===== config.mk =====
export PLATFORM = sky130hd
export DESIGN_NAME = lock_order_checker_top
export DESIGN_NICKNAME = d
export VERILOG_FILES = /design/src/hdl/lochk_pkg.sv /design/src/hdl/lock_order_checker_top.sv /design/src/hdl/lochk_ctrl.sv /design/src/hdl/lochk_dp.sv
export SDC_FILE = /design/constraint.sdc
export NUM_CORES = 1
export LEC_CHECK = 0
export ABC_CLOCK_PERIOD_IN_PS = 14800
export BUFFER_PORTS_ARGS = -buffer_cell sky130_fd_sc_hd__buf_4
export CORE_MARGIN = 2
export CORE_UTILIZATION = 31
export CTS_BUF_LIST = sky130_fd_sc_hd__clkbuf_4 sky130_fd_sc_hd__clkbuf_8 sky130_fd_sc_hd__clkbuf_16
export DETAILED_ROUTE_END_ITERATION = 10
export PLACE_DENSITY = 0.49
export SLEW_MARGIN = 0
export SYNTH_ARGS = -nofsm -noshare
export SYNTH_HDL_FRONTEND = slang
export SYNTH_SLANG_ARGS = --single-unit

===== constraint.sdc =====
create_clock -name clk -period 14.8 [get_ports clk]
set_input_delay 2.96 -clock clk [delete_from_list [all_inputs] [get_ports clk]]
set_output_delay 2.96 -clock clk [all_outputs]
set_load 0.05 [all_outputs]

===== src/hdl/lochk_pkg.sv =====
`default_nettype none
package lochk_pkg;

	localparam int MAX_HELD = 16;
	localparam int IDX_W    = (MAX_HELD > 1) ? $clog2(MAX_HELD) : 1;
	localparam int DEPTH_W  = $clog2(MAX_HELD + 1);

	localparam int ID_W     = 16;
	localparam int RANK_W   = 8;
	localparam int STATUS_W = 3;
	localparam int HDEPTH_W = 5;
	localparam int TIDX_W   = 4;

	localparam int PADDR_W  = 3;
	localparam int PDATA_W  = 32;

	// register index, taken from paddr[2]
	localparam logic REG_CHECK_ENABLE = 1'b0;

	typedef enum logic [STATUS_W-1:0] {
		ST_OK        = 3'd0,
		ST_ORDER     = 3'd1,
		ST_OVERFLOW  = 3'd2,
		ST_UNDERFLOW = 3'd3,
		ST_RELORDER  = 3'd4
	} status_t;

	typedef enum logic {
		CMD_ACQUIRE = 1'b0,
		CMD_RELEASE = 1'b1
	} cmd_t;

	typedef enum logic {
		S_IDLE,
		S_EXEC
	} fsm_state_t;

	typedef struct packed {
		logic load;
		logic exec;
	} ctrl_cmd_t;

endpackage
`default_nettype wire


===== src/hdl/lock_order_checker_top.sv =====
// Lock-order checker for one CPU.
// Request channel (req_valid/req_ready): cmd 0 acquires, 1 releases;
// lock_id, lock_rank and is_pivot describe the lock. A request is taken
// when req_valid and req_ready are both high at a rising edge of clk.
// Result channel (rsp_valid/rsp_ready): status, held_depth, top_rank_seen,
// target_found and target_index, one result for every request.
// Flow: the controller registers the request, then executes it, comparing
// it against all held entries in parallel and updating the stack;
// rsp_valid rises when the request executes. No new request is taken
// until the current one has executed.
// A result waits in its output register while the receiver stalls; the
// next request is still taken, and its update is held until the waiting
// result is taken.
// APB port: register check_enable at byte address 0, reset 0. While it is
// zero every request returns ok and the stack is left alone. Write it only
// while no request is in flight.
// Reset (arst_n low) empties the stack and clears check_enable.
`default_nettype none
module lock_order_checker_top (
	input  wire                                  clk,
	input  wire                                  arst_n,
	// request channel
	input  wire                                  req_valid,
	output logic                                 req_ready,
	input  wire                                  cmd,
	input  wire  [lochk_pkg::ID_W-1:0]           lock_id,
	input  wire  [lochk_pkg::RANK_W-1:0]         lock_rank,
	input  wire                                  is_pivot,
	// result channel
	output logic                                 rsp_valid,
	input  wire                                  rsp_ready,
	output logic [lochk_pkg::STATUS_W-1:0]       status,
	output logic [lochk_pkg::HDEPTH_W-1:0]       held_depth,
	output logic [lochk_pkg::RANK_W-1:0]         top_rank_seen,
	output logic                                 target_found,
	output logic [lochk_pkg::TIDX_W-1:0]         target_index,
	// configuration port
	input  wire                                  psel,
	input  wire                                  penable,
	input  wire                                  pwrite,
	input  wire  [lochk_pkg::PADDR_W-1:0]        paddr,
	input  wire  [lochk_pkg::PDATA_W-1:0]        pwdata,
	output logic [lochk_pkg::PDATA_W-1:0]        prdata,
	output logic                                 pready
);

	lochk_pkg::ctrl_cmd_t ctrl;
	logic                 check_enable_q;
	logic                 reg_sel;

	// register index sits in paddr[2]; anything past it reads as zero
	assign reg_sel = (paddr[2] == lochk_pkg::REG_CHECK_ENABLE);
	assign pready  = 1'b1;

	always_ff @(posedge clk or negedge arst_n) begin
		if (!arst_n) begin
			check_enable_q <= 1'b0;
		end else if (psel && penable && pwrite && reg_sel) begin
			check_enable_q <= pwdata[0];
		end
	end

	always_comb begin
		prdata = '0;
		if (reg_sel) begin
			prdata[0] = check_enable_q;
		end
	end

	// sequence each request: register it, then execute it
	lochk_ctrl u_ctrl (
		.clk       (clk),
		.arst_n    (arst_n),
		.req_valid (req_valid),
		.req_ready (req_ready),
		.rsp_valid (rsp_valid),
		.rsp_ready (rsp_ready),
		.ctrl      (ctrl)
	);

	// hold the lock stack, check and update it, drive the result
	lochk_dp u_dp (
		.clk           (clk),
		.arst_n        (arst_n),
		.ctrl          (ctrl),
		.check_enable  (check_enable_q),
		.cmd           (cmd),
		.lock_id       (lock_id),
		.lock_rank     (lock_rank),
		.is_pivot      (is_pivot),
		.status        (status),
		.held_depth    (held_depth),
		.top_rank_seen (top_rank_seen),
		.target_found  (target_found),
		.target_index  (target_index)
	);

endmodule
`default_nettype wire


===== src/hdl/lochk_ctrl.sv =====
`default_nettype none
module lochk_ctrl (
	input  wire                  clk,
	input  wire                  arst_n,
	input  wire                  req_valid,
	output logic                 req_ready,
	output logic                 rsp_valid,
	input  wire                  rsp_ready,
	output lochk_pkg::ctrl_cmd_t ctrl
);

	lochk_pkg::fsm_state_t state_q, state_d;
	logic rsp_valid_q;

	always_ff @(posedge clk or negedge arst_n) begin
		if (!arst_n) begin
			state_q     <= lochk_pkg::S_IDLE;
			rsp_valid_q <= 1'b0;
		end else begin
			state_q <= state_d;
			if (ctrl.exec) begin
				rsp_valid_q <= 1'b1;
			end else if (rsp_ready) begin
				rsp_valid_q <= 1'b0;
			end
		end
	end

	always_comb begin
		state_d   = state_q;
		req_ready = 1'b0;
		ctrl      = '0;
		case (state_q)
			lochk_pkg::S_IDLE: begin
				req_ready = 1'b1;
				if (req_valid) begin
					ctrl.load = 1'b1;
					state_d   = lochk_pkg::S_EXEC;
				end
			end
			lochk_pkg::S_EXEC: begin
				// hold while the previous result still waits
				if (!rsp_valid_q || rsp_ready) begin
					ctrl.exec = 1'b1;
					state_d   = lochk_pkg::S_IDLE;
				end
			end
			default: begin
				state_d = lochk_pkg::S_IDLE;
			end
		endcase
	end

	assign rsp_valid = rsp_valid_q;

endmodule
`default_nettype wire


===== src/hdl/lochk_dp.sv =====
`default_nettype none
module lochk_dp (
	input  wire                                    clk,
	input  wire                                    arst_n,
	input  lochk_pkg::ctrl_cmd_t                   ctrl,
	input  wire                                    check_enable,
	input  wire                                    cmd,
	input  wire  [lochk_pkg::ID_W-1:0]             lock_id,
	input  wire  [lochk_pkg::RANK_W-1:0]           lock_rank,
	input  wire                                    is_pivot,
	output logic [lochk_pkg::STATUS_W-1:0]         status,
	output logic [lochk_pkg::HDEPTH_W-1:0]         held_depth,
	output logic [lochk_pkg::RANK_W-1:0]           top_rank_seen,
	output logic                                   target_found,
	output logic [lochk_pkg::TIDX_W-1:0]           target_index
);

	typedef enum logic [1:0] {
		OP_NONE,
		OP_PUSH,
		OP_POP,
		OP_HANDOFF
	} stack_op_t;

	// slot 0 is the top of the stack; slot k holds stack position depth-1-k
	logic [lochk_pkg::ID_W-1:0]    id_q   [lochk_pkg::MAX_HELD];
	logic [lochk_pkg::RANK_W-1:0]  rank_q [lochk_pkg::MAX_HELD];
	logic                          piv_q  [lochk_pkg::MAX_HELD];
	logic [lochk_pkg::DEPTH_W-1:0] depth_q;

	lochk_pkg::cmd_t               cmd_q;
	logic [lochk_pkg::ID_W-1:0]    id_in_q;
	logic [lochk_pkg::RANK_W-1:0]  rank_in_q;
	logic                          piv_in_q;

	logic                          has_top, has_two, full;
	logic                          viol, match_top, handoff;
	logic [lochk_pkg::MAX_HELD-1:0] hit;
	logic                          found;
	logic [lochk_pkg::IDX_W-1:0]   slot;
	logic [lochk_pkg::DEPTH_W-1:0] where_full;
	logic [lochk_pkg::RANK_W-1:0]  head_rank;
	lochk_pkg::status_t            status_d;
	stack_op_t                     op;
	logic [lochk_pkg::DEPTH_W-1:0] depth_d;

	always_ff @(posedge clk) begin
		if (ctrl.load) begin
			cmd_q     <= lochk_pkg::cmd_t'(cmd);
			id_in_q   <= lock_id;
			rank_in_q <= lock_rank;
			piv_in_q  <= is_pivot;
		end
	end

	assign has_top   = (depth_q != '0);
	assign has_two   = (depth_q >= lochk_pkg::DEPTH_W'(2));
	assign full      = (depth_q >= lochk_pkg::DEPTH_W'(lochk_pkg::MAX_HELD));
	assign head_rank = has_top ? rank_q[0] : '0;

	assign viol      = has_top && !piv_in_q && !piv_q[0] && (rank_in_q < rank_q[0]);
	assign match_top = has_top && (id_q[0] == id_in_q);
	assign handoff   = has_two && piv_q[0] && (id_q[1] == id_in_q);

	always_comb begin
		for (int k = 0; k < lochk_pkg::MAX_HELD; k++) begin
			hit[k] = (lochk_pkg::DEPTH_W'(k) < depth_q) && (id_q[k] == id_in_q);
		end
		// nearest the top wins
		found = 1'b0;
		slot  = '0;
		for (int k = lochk_pkg::MAX_HELD - 1; k >= 0; k--) begin
			if (hit[k]) begin
				found = 1'b1;
				slot  = lochk_pkg::IDX_W'(k);
			end
		end
	end

	assign where_full = depth_q - lochk_pkg::DEPTH_W'(1) - lochk_pkg::DEPTH_W'(slot);

	always_comb begin
		status_d = lochk_pkg::ST_OK;
		op       = OP_NONE;
		if (check_enable) begin
			case (cmd_q)
				lochk_pkg::CMD_ACQUIRE: begin
					if (viol) begin
						status_d = lochk_pkg::ST_ORDER;
					end else if (full) begin
						status_d = lochk_pkg::ST_OVERFLOW;
					end else begin
						op = OP_PUSH;
					end
				end
				lochk_pkg::CMD_RELEASE: begin
					if (!has_top) begin
						status_d = lochk_pkg::ST_UNDERFLOW;
					end else if (match_top) begin
						op = OP_POP;
					end else if (handoff) begin
						op = OP_HANDOFF;
					end else begin
						status_d = lochk_pkg::ST_RELORDER;
					end
				end
				default: begin
					status_d = lochk_pkg::ST_OK;
				end
			endcase
		end
	end

	always_comb begin
		case (op)
			OP_PUSH:              depth_d = depth_q + lochk_pkg::DEPTH_W'(1);
			OP_POP, OP_HANDOFF:   depth_d = depth_q - lochk_pkg::DEPTH_W'(1);
			default:              depth_d = depth_q;
		endcase
	end

	always_ff @(posedge clk or negedge arst_n) begin
		if (!arst_n) begin
			depth_q <= '0;
		end else if (ctrl.exec) begin
			depth_q <= depth_d;
		end
	end

	always_ff @(posedge clk) begin
		if (ctrl.exec) begin
			case (op)
				OP_PUSH: begin
					id_q[0]   <= id_in_q;
					rank_q[0] <= rank_in_q;
					piv_q[0]  <= piv_in_q;
					for (int k = 1; k < lochk_pkg::MAX_HELD; k++) begin
						id_q[k]   <= id_q[k-1];
						rank_q[k] <= rank_q[k-1];
						piv_q[k]  <= piv_q[k-1];
					end
				end
				OP_POP: begin
					for (int k = 0; k < lochk_pkg::MAX_HELD - 1; k++) begin
						id_q[k]   <= id_q[k+1];
						rank_q[k] <= rank_q[k+1];
						piv_q[k]  <= piv_q[k+1];
					end
					id_q[lochk_pkg::MAX_HELD-1]   <= '0;
					rank_q[lochk_pkg::MAX_HELD-1] <= '0;
					piv_q[lochk_pkg::MAX_HELD-1]  <= 1'b0;
				end
				OP_HANDOFF: begin
					// keep the pivot on top, close the gap below it
					for (int k = 1; k < lochk_pkg::MAX_HELD - 1; k++) begin
						id_q[k]   <= id_q[k+1];
						rank_q[k] <= rank_q[k+1];
						piv_q[k]  <= piv_q[k+1];
					end
					id_q[lochk_pkg::MAX_HELD-1]   <= '0;
					rank_q[lochk_pkg::MAX_HELD-1] <= '0;
					piv_q[lochk_pkg::MAX_HELD-1]  <= 1'b0;
				end
				default: begin
				end
			endcase
		end
	end

	always_ff @(posedge clk) begin
		if (ctrl.exec) begin
			status        <= status_d;
			held_depth    <= lochk_pkg::HDEPTH_W'(depth_d);
			top_rank_seen <= head_rank;
			if (status_d == lochk_pkg::ST_RELORDER && found) begin
				target_found <= 1'b1;
				target_index <= lochk_pkg::TIDX_W'(where_full[lochk_pkg::IDX_W-1:0]);
			end else begin
				target_found <= 1'b0;
				target_index <= '0;
			end
		end
	end

endmodule
`default_nettype wire


-- After elaboration in Yosys (flattened, before gate mapping)
Memories as Yosys holds them, arrays and structs flattened.
Index checks and enable logic that the tools add are counted.
- bits in writable memories: 400
- latch bits: 0
- memory bits (read-only): 0
- memories kept: 3
- output and inout port bits: 56
- logic and storage cells: 347
- register bits: 55
- memory list (name ; depth ; width ; rd ports ; clocked after memory_dff ; write ports ; RTL line ; text):
    u_dp.id_q ; 16 ; 16 ; 16 ; 0 ; 16 ; lochk_dp.sv:26 ; logic [lochk_pkg::ID_W-1:0] id_q [lochk_pkg::MAX_HELD];
    u_dp.rank_q ; 16 ; 8 ; 16 ; 0 ; 16 ; lochk_dp.sv:27 ; logic [lochk_pkg::RANK_W-1:0] rank_q [lochk_pkg::MAX_HELD];
    u_dp.piv_q ; 16 ; 1 ; 16 ; 0 ; 16 ; lochk_dp.sv:28 ; logic piv_q [lochk_pkg::MAX_HELD];
- $lt $le $gt $ge: 19
- reductions and logical operators: 33
- add/subtract/negate cells: 3
- shift-type cells: 0
- mux-type cells: 160
- bitwise logic cells: 96
- divide/modulo/power cells: 0
- multiply operators: 0
- equal/unequal tests: 20
- operator list (cell ; count):
    2-to-1 mux 16 bit ; 31
    == test 16 bit ; 16
    2-to-1 mux 8 bit ; 31
    bitwise OR 1 bit ; 93
    2-to-1 mux 1 bit ; 67
    2-to-1 mux 4 bit ; 16
    less-than comparator 4 x 5 -> 1 bit (first input constant) ; 8
    logical AND 1 bit ; 26
    less-than comparator 3 x 5 -> 1 bit (first input constant) ; 4
    2-to-1 mux 3 bit ; 5
    2-to-1 mux 2 bit ; 6
    less-than comparator 1 x 5 -> 1 bit (first input constant) ; 2
    less-than comparator 2 x 5 -> 1 bit (first input constant) ; 2
    one-hot mux 5 bit (2 select lines) ; 1
    less-than comparator 8 bit ; 1
    one-hot mux 3 bit (2 select lines) ; 1
    adder 5 x 1 -> 5 bit (second input constant) ; 1
    greater-or-equal comparator 5 x 2 -> 1 bit (second input constant) ; 1
    greater-or-equal comparator 5 bit (second input constant) ; 1
    nonzero test 5 bit ; 1
    subtractor 5 x 1 -> 5 bit (second input constant) ; 1
    == test 2 bit (second input constant) ; 2
    one-hot mux 2 bit (2 select lines) ; 1
    subtractor 4 bit ; 1
    8 further kinds ; 12

-- Longest topological paths before layout
Gate-level depths: netlist of the first run.
An unclocked memory read counts as a cell.
- depth after elaboration: 21
- depth in mapped cells: 17
- depth with buffers taken out: 15

-- Cells and area by module
A second synthesis of the first run with hierarchy kept.
- cell total of the unflattened synthesis: 1850
- area, all modules: 24118.1 um^2
- modules (own cells, without submodules) (module ; times used ; cells an instance ; area an instance (um^2) ; sequential area each (um^2)):
    lochk_dp ; 1 ; 1804 ; 23722.8 ; 13548.0
    lock_order_checker_top ; 1 ; 38 ; 301.5 ; 25.0
    lochk_ctrl ; 1 ; 8 ; 93.8 ; 50.0

-- Least setup slack after synthesis of the first run
Ideal clock, no wire load.
- kind: input port to flip-flop
- from: input rsp_ready
- to: memory u_dp.id_q[0][100] (netlist name), enable pin
- cell stages on the path: 3
- path buffers: 0
- data arrival time: 11.556 ns
- setup slack: 2.480 ns
- cell sequence: nand2b_1 nand2_1 nor2_1
- RTL lines (what ; RTL line ; text):
    start, declared ; lock_order_checker_top.sv:31 ; input wire rsp_ready,
    end, declared ; lochk_dp.sv:26 ;

-- Worst setup path in the final report of the first run
- from: input paddr[2] (netlist name)
- to: output prdata[0] (netlist name)
- longest elaborated chain between the ends: 1
- ends and longest elaborated chain (what ; RTL line ; text):
    start, declared ; lock_order_checker_top.sv:41 ; input wire [lochk_pkg::PADDR_W-1:0] paddr,
    2-to-1 mux 1 bit ; lock_order_checker_top.sv:65 ; if (reg_sel) begin
    end, declared ; lock_order_checker_top.sv:43 ; output logic [lochk_pkg::PDATA_W-1:0] prdata,
Every way passes these cells.

==> metrics.csv, run 1 <==
metric;value;unit
arrival;3420;ps
htree_levels;2;
ctsResizeCount;0;
crit_family;buffers and inverters;
antenna_found_initial;1;
drt_iter0_markers;868;
multi_input_area;0.00900;mm^2
postCtsSetupRepairBufs;0;
r2r_end;u_dp.id_q[0][203]$_DFFE_PP_;
seq_area;0.0136;mm^2
drive_gt1_frac;0.272;
hold_start;u_ctrl.rsp_valid$_DFFE_PN0P_;
synth-seq-cells;455;
avgViaCountPerCell;4.66;
async_reset_ff_frac;0.0176;
reg2reg_depth;11;
io_pins;124;
design_area;0.0261;mm^2
slew_violations;0;
fmax;157;MHz
place_area;0.0246;mm^2
synth_cells;1668;
rsz0062_at_grt;no;
routed_wl;53.4;mm
gp_congestion;0.775;
ant_nets;0;
r2r-start;u_dp.depth_q[1]$_DFFE_PN0P_;
cts_tree;yes;
num_rows;100;
critical_path_class;in2out;
crit_path_end;prdata[0];
path_max_fanout;2;
tightest_slew;1090;ps
layout.nets;1796;
area_growth;11.9;%
cpPeakStageDelay;220;ps
status;finished, final reports clean;
die_x;279;um
synth_top_area_cell;edfxtp_1;
maxCapViolCount;0;
fin_setup_tns;0;ps
skew;19.0;ps
drc_errors;0;
finalSetupViolCount;0;
crit_slowest_cell;buf_4;
final_core_util;0.351;
dp.final_hpwl;36.5;mm
grt_pass1_vias;13000;
synth_area_leaders;edfxtp_1 57%, mux2_4 10%, xor2_1 7.0%;
hold_viol;0;
min_period;6380;ps
die_h;279;um
avgSynthCellArea;14.0;um^2
grt_max_degree;97;
fin_hold_ws;521;ps
cts_hold_buffers;0;
critPathBufInv;2;
peakVddDrop;0.0953;mV
path_depth;3;
synth_cell_types;58;
overflow;0;
cts.clk_slew.worst_paths;60;ps
ys.flop_type;edfxtp_1;
die_area;0.0776;mm^2
synth_most_common_cell;edfxtp_1;
wl_per_cell;19.6;um
end_kind;output pin;
cts_buffer_depth;3;
vias;12700;
yosysWarnings;0;
power.density;145;mW/mm^2
synth_edf_count;447;
period_share;0.431;
cp_cell_sequence;buf_4 -> nor2b_1 -> buf_4;
cts_buffers;52;
io_buffers;58;
clock_latency;610;ps
rrSetupSlack;9550;ps
synth_commonest_cells;447 x edfxtp_1, 260 x nand2_1, 186 x xor2_1;
diodes;0;
hold_path.class;reg2reg;
required;11840;ps
p_leak;0.00985;uW
dr.pass1.iters;4;
total_power;3790;uW
worstSetupStartpointType;input pin;
startpoint;paddr[2];
n_fill_cell;7336;
cts_root_buffer;clkbuf_16;
track_usage;0.136;
syn-cell-area;0.0234;mm^2
yosysSeqAreaShare;0.583;
slew_headroom;0.272;
clock_sinks;455;
initial_utilization;0.313;
grt_pass1_wl;81.1;mm
synth_top_area_share;0.574;
coreArea;0.0746;mm^2
crit_top_cell;buf_4;
-- tightest hold or removal path, stage by stage, from the launching register on --
cell      delay [ps]
dfrtp_1          350
nand2b_1          80
nand2_1           70
-- cell usage in the layout (no fill, tap or decap), types with 2 or more instances in the layout --
cell type / instances
nor2_4: 3
nand4_1: 29
and2_1: 25
conb_1: 32
nor3_4: 2
clkinv_2: 11
xnor2_1: 80
dfrtp_1: 8
a21o_1: 5
o21ai_0: 9
or3_1: 2
nor2_1: 34
a31oi_1: 2
xor2_1: 186
buf_4: 88
o21a_1: 2
or2_2: 2
a211oi_1: 2
ha_1: 13
nand3_1: 6
o31ai_1: 4
mux2_2: 139
inv_1: 16
nor2b_1: 7
nor3_1: 7
clkinv_1: 16
a21oi_1: 9
nor3b_1: 4
clkbuf_4: 12
nand2_2: 2
edfxtp_1: 447
clkbuf_16: 52
mux2_4: 158
a21boi_0: 3
nor4_1: 45
nand2_1: 257
nand2b_1: 7
-- registers in the layout, indices dropped and copies added (netlist names), 3 cells and up --
register / flops
u_dp.depth_q: 5
u_dp.held_depth: 5
u_dp.id_in_q: 16
u_dp.id_q: 256
u_dp.piv_q: 16
u_dp.rank_in_q: 8
u_dp.rank_q: 128
u_dp.status: 3
u_dp.target_index: 4
u_dp.top_rank_seen: 8
-- stage by stage --
step                worst slack, ps  instances
floorplan                      2480       1698
global placement               8030       2629
detailed placement             8000       2629
CTS                            8420       2725
global route                   8400       2725
finish                         8420       2725
-- cell type report --
class | instances | share of cell area
flip-flops and latches | 455 | 0.521
multi-input cells | 1101 | 0.344
clock buffers | 64 | 0.0532
well taps | 969 | 0.0464
repair buffers | 88 | 0.0253
clock inverters | 32 | 0.00756
inverters | 16 | 0.00230
-- power by group --
group / switching (uW) / leakage [uW] / internal (uW)
clock: 534 / 0.000800 / 685
combinational: 512 / 0.00487 / 292
sequential: 130 / 0.00418 / 1640
total: 1180 / 0.00985 / 2620
-- routing by layer --
layer	share of wire	global-route usage
met3	0.036	0.0203
met2	0.45	0.211
met5	0	0
met4	0.021	0.0385
met1	0.49	0.197
-- cells by family (layout without fill, tap and decap cells) --
| family | count (synthesis) | after routing | share of synthesized area |
|---|---|---|---|
| buf+inv | 142 | 200 | 0.0385 |
| other cells | 2 | 32 | 0.000321 |
| mux | 297 | 297 | 0.169 |
| compound gates | 51 | 51 | 0.0152 |
| flops | 455 | 455 | 0.583 |
| xor+xnor | 266 | 266 | 0.0997 |
| fa+ha+maj | 14 | 14 | 0.00782 |
| simple gates | 441 | 441 | 0.0870 |
-- worst min path at each step --
stage                                                  end  slack (ps)  cells after the start
final                         u_ctrl.rsp_valid$_DFFE_PN0P_         520                      2
after global placement        u_ctrl.rsp_valid$_DFFE_PN0P_         500                      2
after CTS                     u_ctrl.rsp_valid$_DFFE_PN0P_         530                      2
after floorplan                   u_ctrl.state_q$_DFF_PN0_         510                      2
after detailed placement      u_ctrl.rsp_valid$_DFFE_PN0P_         510                      2
after global routing      u_dp.rank_q[7][11]$_SDFFCE_PN0P_         560                      1
Note: power is estimated with default switching activity, not from simulation.
==> run 2, diff against run 1 <==
- ABC_CLOCK_PERIOD_IN_PS: 14800 -> 6020
- clock period: 14.8 -> 6.02 ns (I/O delays scaled with it)
==> metrics.csv, run 2 (same netlist as run 1, synthesis figures left out) <==
metric;value;unit;change
htree_levels;2;;unchanged
cts_buffers;53;;+1.9%
layout.nets;1805;;+0.50%
required;6390;ps;-5450 ps
switching_share;0.307;;-0.00317
grt_pass1_vias;12900;;-1.2%
busiest_layer;met2;;
wl_per_cell;19.4;um;-0.93%
coreArea;0.0746;mm^2;unchanged
path_max_fanout;7;;+5
slew_headroom;0.280;;+0.00838
reg2reg_depth;14;;+3
die_x;279;um;unchanged
hold_viol;0;;unchanged
end_kind;flip-flop;;
overflow;0;;unchanged
ant_nets;0;;unchanged
grt_pass1_wl;80.2;mm;-1.1%
critical_path_class;reg2reg;;
num_rows;100;;unchanged
p_int;6600;uW;+150%
track_usage;0.135;;-0.000997
fin_setup_tns;0;ps;unchanged
avgViaCountPerCell;4.63;;-0.66%
r2r_end;u_dp.target_index[3]$_SDFFCE_PN0P_;;
worstSetupStartpointType;flip-flop;;
drt_iter0_markers;1030;;+19%
largest_reg_flops;256;;unchanged
arrival;4980;ps;+1560 ps
diodes;0;;unchanged
final_core_util;0.354;;+0.00359
status;finished, final reports clean;;
maxCapViolCount;0;;unchanged
cts_buffer_depth;3;;unchanged
place_area;0.0247;mm^2;+0.69%
cts_tree;yes;;
final_common_cell;edfxtp_1;;
period_share;0.765;;
cts.clk_slew.worst_paths;60;ps;about the same
drc_errors;0;;unchanged
met3_usage;0.0212;;+0.000923
p_switching;2920;uW;+150%
cts_root_buffer;clkbuf_16;;
fmax;217;MHz;
die_area;0.0776;mm^2;unchanged
top_regs;u_dp.id_q: 256 flops, u_dp.rank_q: 128 flops;;
peakVddDrop;0.216;mV;+130%
gr-usage-met2;0.204;;-0.00635
min_period;4610;ps;
postCtsSetupRepairBufs;0;;unchanged
power.density;361;mW/mm^2;+150%
design_area;0.0264;mm^2;+1.0%
antenna_found_initial;0;;-1
io_pins;124;;unchanged
grt_max_degree;152;;+57%
r2r-start;u_dp.id_in_q[15]$_DFFE_PP_;;
seq_power_share;0.460;;-0.007
regMostFlops;u_dp.id_q;;
area_growth;13.0;%;
dp.final_hpwl;36.9;mm;+1.1%
skew;45.4;ps;+26.4 ps
ctsResizeCount;0;;unchanged
clock_latency;620;ps;about the same
power.share.combinational;0.208;;-0.004
drive_gt1_frac;0.276;;+0.00346
tightest_slew;1080;ps;-12.6 ps
p_leak;0.00997;uW;+1.2%
cts_hold_buffers;0;;unchanged
rrSetupSlack;1410;ps;-8140 ps
vias;12600;;-0.40%
rsz0062_at_grt;no;;
initial_utilization;0.313;;unchanged
slew_violations;0;;unchanged
hold_path.class;in2async;;
clock_sinks;455;;unchanged
finalSetupViolCount;0;;unchanged
met1_usage;0.197;;+0.000293
routed_wl;53.0;mm;-0.68%
gp_congestion;0.810;;+4.5%
die_h;279;um;unchanged
p_clk_frac;0.332;;+0.011
dr.pass1.iters;5;;+1
io_buffers;58;;unchanged
final_cell_mix;447 x edfxtp_1, 258 x nand2_1, 186 x xor2_1;;
-- run 2: cell count changes in the layout (fill, tap and decap cells not counted), sizes merged --
cell,previous run,this run
clkbuf,64,61
buf,88,96
bufinv,1,4
clkinv,28,27
clkinvlp,1,0
inv,18,19
-- run 2: worst max-delay path by stage --
| stage | startpoint | end | slack (ps) | cells after the start |
|---|---|---|---|---|
| floorplan | u_dp.depth_q[1]$_DFFE_PN0P_ | u_dp.id_q[0][100]$_DFFE_PP_ | 580 | 10 |
| global placement | u_dp.id_in_q[15]$_DFFE_PP_ | u_dp.target_index[3]$_SDFFCE_PN0P_ | 1610 | 14 |
| detailed placement | u_dp.id_in_q[2]$_DFFE_PP_ | u_dp.id_q[0][124]$_DFFE_PP_ | 1580 | 9 |
| CTS | u_dp.id_in_q[2]$_DFFE_PP_ | u_dp.rank_q[3][6]$_DFFE_PP_ | 1520 | 9 |
| global route | u_dp.depth_q[1]$_DFFE_PN0P_ | u_dp.id_q[0][97]$_DFFE_PP_ | 1360 | 10 |
| finish | u_dp.id_in_q[15]$_DFFE_PP_ | u_dp.target_index[3]$_SDFFCE_PN0P_ | 1410 | 14 |
-- run 2: cell type report --
type | count | area (um^2)
Fill cell | 7256 | 48200
Multi-Input combinational cell | 1101 | 9000
Sequential cell | 455 | 13600
Clock inverter | 34 | 300
Clock buffer | 61 | 1390
Timing Repair Buffer | 96 | 833
Tap cell | 969 | 1210
Inverter | 16 | 60.1
-- run 2: worst max-delay path, stage by stage, from the launching register on --
cell,delay (ps)
edfxtp_1,650
xor2_1,260
nor4_1,570
nand4_1,380
o22ai_1,320
a311oi_1,140
o31ai_1,460
a21oi_1,180
nand2b_1,180
ha_1,280
a21o_1,150
a21oi_1,170
xnor2_1,110
nand2b_1,150
a21boi_0,370
-- run 2: power groups by stage --
stage / clock network, uW / logic, uW / registers (uW)
after floorplan: 0 / 1310 / 4470
after detailed placement: 0 / 2010 / 4440
after global placement: 0 / 1990 / 4430
after global routing: 3390 / 2150 / 4430
final: 3160 / 1980 / 4380
after CTS: 3260 / 2020 / 4380
-- run 2: routing by layer --
layer  up-vias  part of all wire
li1       6046                 -
met4         0             0.024
met5         -                 0
met1      6319              0.50
met2       207              0.44
met3        77             0.038
-- run 2: through the flow --
| stage | worst slack (ps) | power (uW) | hold WS, ps | cells |
|---|---|---|---|---|
| floorplan | 579 | 5780 | 506 | 1698 |
| global placement | 1610 | 6420 | 500 | 2637 |
| detailed placement | 1580 | 6460 | 517 | 2637 |
| CTS | 1520 | 9660 | 365 | 2732 |
| global route | 1360 | 9970 | 374 | 2732 |
| finish | 1410 | 9530 | 402 | 2732 |
